File: src/design/stid_pkg.sv
`default_nettype none
package stid_pkg;

    // Table geometry and field widths.
    localparam int TABLE_DEPTH  = 32;
    localparam int KEY_BITS     = 16;
    localparam int PAYLOAD_BITS = 32;
    localparam int POS_BITS     = 5;
    localparam int IDX_BITS     = $clog2(TABLE_DEPTH);
    localparam int CNT_BITS     = $clog2(TABLE_DEPTH + 1);

    // Operation codes carried on the mode field.
    typedef enum logic [1:0] {
        MODE_INSERT = 2'd0,
        MODE_DELETE = 2'd1,
        MODE_READ   = 2'd2
    } t_mode;

    // One table entry.
    typedef struct packed {
        logic [KEY_BITS-1:0]     key;
        logic [PAYLOAD_BITS-1:0] payload;
    } t_entry;

    // Per-cell control produced by the table controller.
    typedef struct packed {
        logic insert;   // an insert is being applied this cycle
        logic delete;   // a delete is being applied this cycle
        logic occupied; // this cell holds a live entry
        logic at_end;   // this cell is the first free place
        logic past_pos; // this cell is at or above the delete position
    } t_cell_ctl;

endpackage
`default_nettype wire

File: src/design/stid_cell.sv
`default_nettype none
module stid_cell (
    input  wire                  i_clk,
    input  wire stid_pkg::t_cell_ctl i_ctl,
    input  wire stid_pkg::t_entry    i_new,
    input  wire stid_pkg::t_entry    i_left,
    input  wire                  i_left_gt,
    input  wire stid_pkg::t_entry    i_right,
    output stid_pkg::t_entry     o_entry,
    output logic                 o_gt
);
    import stid_pkg::*;

    t_entry r_entry;
    t_entry n_entry;

    // The held key orders after the new key, so this cell moves up on insert.
    assign o_gt    = i_ctl.occupied && (r_entry.key > i_new.key);
    assign o_entry = r_entry;

    // Insert: take the left neighbor when it moves up, else the new entry if
    // this is the insertion point. Delete: past_pos takes the right neighbor.
    always_comb begin
        n_entry = r_entry;
        if (i_ctl.insert) begin
            if (i_left_gt) begin
                n_entry = i_left;
            end else if (o_gt || i_ctl.at_end) begin
                n_entry = i_new;
            end
        end else if (i_ctl.delete && i_ctl.past_pos) begin
            n_entry = i_right;
        end
    end

    always_ff @(posedge i_clk) begin
        r_entry <= n_entry;
    end

endmodule
`default_nettype wire

File: config.mk
export PLATFORM = sky130hd
export DESIGN_NAME = stid_cell
export DESIGN_NICKNAME = d
export VERILOG_FILES = /design/src/design/stid_pkg.sv /design/src/design/stid_cell.sv
export SDC_FILE = /design/constraint.sdc
export NUM_CORES = 1
export LEC_CHECK = 0
export BUFFER_PORTS_ARGS = -buffer_cell sky130_fd_sc_hd__buf_2
export CAP_MARGIN = 20
export CORE_UTILIZATION = 28
export CTS_CLUSTER_DIAMETER = 150
export DETAILED_ROUTE_END_ITERATION = 7
export PLACE_DENSITY = 0.65
export SLEW_MARGIN = 5
export SYNTH_ARGS = -nofsm -noshare
export SYNTH_HDL_FRONTEND = slang
export SYNTH_SLANG_ARGS = --single-unit
File: constraint.sdc
create_clock -name i_clk -period 4.1 [get_ports i_clk]
set_input_delay 0.205 -clock i_clk [delete_from_list [all_inputs] [get_ports i_clk]]
set_output_delay 0.205 -clock i_clk [all_outputs]
set_load 0.005 [all_outputs]
Yosys cells after proc, flatten, opt, wreduce, memory -nomap -nowiden

Cells that the tools add are included.

Register bits after elaboration: 48
Input port bits: 151
Output and inout bits: 49
Logic and storage cells: 13

$lt $le $gt $ge: 1
Equal/unequal tests: 1
Multiplexer cells: 4
Reduce and logical (&&, ||, !) cells: 5

Operators with widths:

| operator                                      | number |
|---|---|
| two-way mux 48 bit                            | 4 |
| > comparator 16 bit                           | 1 |
| != test 3 x 1 -> 1 bit, second input constant | 1 |
| logical AND 1 bit                             | 2 |
| AND reduction 2 bit                           | 1 |
| nonzero test 2 bit                            | 1 |
| logical OR 1 bit                              | 1 |

Longest topological paths before layout

Depth after elaboration: 6
Depth in mapped cells: 7
Gate-level depth less buffers: 7

Worst setup path after synthesis

OpenSTA, ideal clock, no wires.

Kind: reg-to-reg
From: register r_entry (netlist bit o_entry[47])
To: register r_entry (netlist bit o_entry[0]) (enable)
Clock period less this slack: 3.182 ns
Library setup time: 0.404 ns
Data required time: 3.696 ns
Buffers on the path: 0
Setup slack: 0.918 ns
Cell stages (with the launch flop): 7
Data arrival time: 2.778 ns
Cell sequence: edfxtp_1 > ha_1 > nand4_2 > or4_4 > a21o_1 > a31oi_1 > a21o_1

Cells in the longest elaborated chain, start to end: 5

RTL lines:

| item                                    | line            | source |
|---|---|---|
| start, declared                         | stid_cell.sv:14 | `t_entry r_entry;` |
| start signal, assigned                  | stid_cell.sv:37 | `r_entry <= n_entry;` |
| > comparator 16 bit                     | stid_cell.sv:18 | `assign o_gt = i_ctl.occupied && (r_entry.key > i_new.key);` |
| logical AND 1 bit                       | stid_cell.sv:18 |  |
| named net o_gt                          | stid_cell.sv:10 | `output logic o_gt` |
| logical OR 1 bit                        | stid_cell.sv:28 | `end else if (o_gt \|\| i_ctl.at_end) begin` |
| != test 3 x 1 -> 1 bit (no source line) | n/a             |  |
| AND reduction 2 bit (no source line)    | n/a             |  |

The timed path passes the listed nets, and every way through them passes these cells.
A chain may end at the register's enable or synchronous reset.

Worst setup path after layout

From: register r_entry (netlist bit o_entry[45])
To: register r_entry (netlist bit o_entry[33]) (enable)

Cells in the longest elaborated chain, start to end: 5

RTL lines:

| item                                    | line |
|---|---|
| > comparator 16 bit                     | stid_cell.sv:18 |
| logical AND 1 bit                       | stid_cell.sv:18 |
| logical OR 1 bit                        | stid_cell.sv:28 |
| != test 3 x 1 -> 1 bit (no source line) | n/a |
| AND reduction 2 bit (no source line)    | n/a |

Every way passes these cells.

==> reports/metrics.csv <==
metric,value,unit
status,completed,
synth_top_area_share,50.4,%
postSynthCellCount,270,
cts_tree,built,
fmax,324,MHz
cp-startpoint,o_entry[45],
path_clk_slew,0.09,ns
antenna_found_initial,0,
period_needed,3.09,ns
syn_avg_cell_area,10.6,sq um
numCtsBuffers,5,
drive_gt1_share,45.5,%
leakagePower,2.01,nW
cts_setup_buffers,0,
critPathMaxFanout,29,
place_hpwl,6160,um
postCtsResizedCells,0,
drtIter0Drc,28,
grt_max_degree,57,
grt_pass1_wl,11200,um
fin_nets,630,
ctsLongestPathBuffers,2,
maxCapViolations,0,
largest_register_ffs,48,
utilization,41.2,%
hold_viol_final,0,
finalSetupTns,0,ns
p_per_area,293,nW/um^2
hold_class,primary input to register,
crit_buf_inv,1,
die_w,103,um
reg2reg_slack,1.01,ns
yosysTopAreaCell,edfxtp_1,
die_y,103,um
dieArea,10600,sq um
rr_endpoint,o_entry[33],
diodes,0,
first_global_vias,2394,
hold_buffers,0,
crit_required,4.08,ns
rows,36,
worst-slew-pin-transition,0.828,ns
worst_setup_path_end_kind,register,
fin_ws,1.01,ns
nFillCells,1022,
vias,2676,
syn_area,2860,sq um
ir_drop,138,uV
syn_nets,437,
insertion_delay,0.29,ns
port_buffers,199,
clock_sinks,48,
cts_max_level,2,
crit_chain,ha_1 -> nand4_2 -> or4_4 -> a21o_1 -> a31oi_1 -> a21o_2 -> buf_4,
drc,0,
critPathTopFamily,compound AO/OA/AOI/OAI gates,
setup_viol,0,
max_slew_margin,44.8,%
fin_crit_sh,75.3,%
seq_area_frac_synth,50.4,%
cp-start-kind,register,
r2r_start,o_entry[45],
grt_use_total,14.1,%
rsz0062_at_grt,false,
slowest_delay,0.59,ns
critPathKind,register to register,
root_buffer,clkbuf_8,
ys_types,20,
drt_first_pass_iters,4,
area.growth.synth_to_final,41.5,%
pin_count,200,
cp-endpoint,o_entry[33],
via_per_inst,4.48,
synth.area.top_cells,"edfxtp_1 (50%), mux2i_1 (17%), a21oi_1 (9.3%)",
min_path_cells,3,
ant_nets,0,
yosys_warnings,0,
wl_per_cell,12.9,um
synth-seq-cells,48,
fin_skew,0.00638,ns
cp_slowest_cell,a21o_2,
dp_slack,0.979,ns
grt_overflow,0,
gp_congestion,0.775,
initial_core_util,29.1,%
totalWireLength,7710,um
finalMaxSlewViolations,0,
cp.arrival,3.06,ns
cp_num_cells,7,
rr_worst_depth,7,
coreArea,9820,sq um
report_power, final:
| part | switching [W] | internal [W] |
|---|---|---|
| registers | 0.0000143 | 0.000605 |
| logic | 0.000151 | 0.000145 |
| clock network | 0.000152 | 0.000119 |
layout by cell type, fill, tap and decap left out, types with 5 or more instances in the layout:
cell / count
inv_1: 16
edfxtp_1: 48
mux2i_1: 48
ha_1: 16
nand2_1: 5
clkbuf_8: 5
a21oi_1: 53
buf_2: 199
nor2_1: 50
cell usage after synthesis:
cell and instances:
nand4_1 2, a21o_1 4, nor2b_1 1, mux2i_1 48, clkbuf_1 9, o21ai_0 4, buf_2 6, nor2_1 50
nand4_2 1, a2111oi_0 1, nor3_1 1, a31oi_1 1, a21oi_1 53, edfxtp_1 48, or4_4 1, inv_1 16
nand2_1 5, buf_6 2, o211ai_1 1, ha_1 16
per-layer routing:
layer  track usage (%)  wire length (um)
met1              16.7              3260
met2              24.6              3750
met3              4.07               625
met4              4.23                78
met5                 0                 0
stage by stage:
step	instances	total power, W	area (sq um)	hold slack (ns)
global placement	589	0.000922	3970	0.528
floorplan	270	0.000775	2860	0.430
global route	597	0.00126	4050	0.219
detailed placement	589	0.000932	3970	0.531
CTS	597	0.00121	4050	0.215
finish	597	0.00119	4050	0.228
area by class of cell:
cell class | instances | area [sq um] | area share, %
clock inverter | 1 | 3.75 | 0.0927
multi-input combinational | 189 | 1270 | 31.5
clock buffer | 7 | 76.3 | 1.89
sequential | 48 | 1440 | 35.6
inverter | 16 | 60.1 | 1.48
timing repair buffer | 203 | 1030 | 25.3
tap | 133 | 166 | 4.11
logic make-up after synthesis:
| group | after synthesis | synth area share [%] |
|---|---|---|
| adder cells (fa/ha/maj) | 16 | 7.00 |
| AND/OR/NAND/NOR | 61 | 8.88 |
| buffers and inverters | 33 | 5.12 |
| multiplexers | 48 | 16.8 |
| flip-flops | 48 | 50.4 |
| AO/OA/AOI/OAI | 64 | 11.8 |
worst min-delay path, delay by kind of cell:
family                 cells  cell delay, ns
AOI/OAI and AO/OA          1            0.10
buffers and inverters      1            0.07
and+or+nand+nor            1            0.03
how the worst min path moves through the flow:
stage / from / end / slack [ns]
2_1_floorplan: i_right[0] / o_entry[0] / 0.43
3_3_place_gp: i_right[7] / o_entry[7] / 0.53
3_5_place_dp: i_right[34] / o_entry[34] / 0.53
4_1_cts: i_right[16] / o_entry[16] / 0.21
5_1_grt: i_right[47] / o_entry[47] / 0.22
6_report: i_right[10] / o_entry[10] / 0.23
No activity file was read; power rests on OpenSTA's default activity.
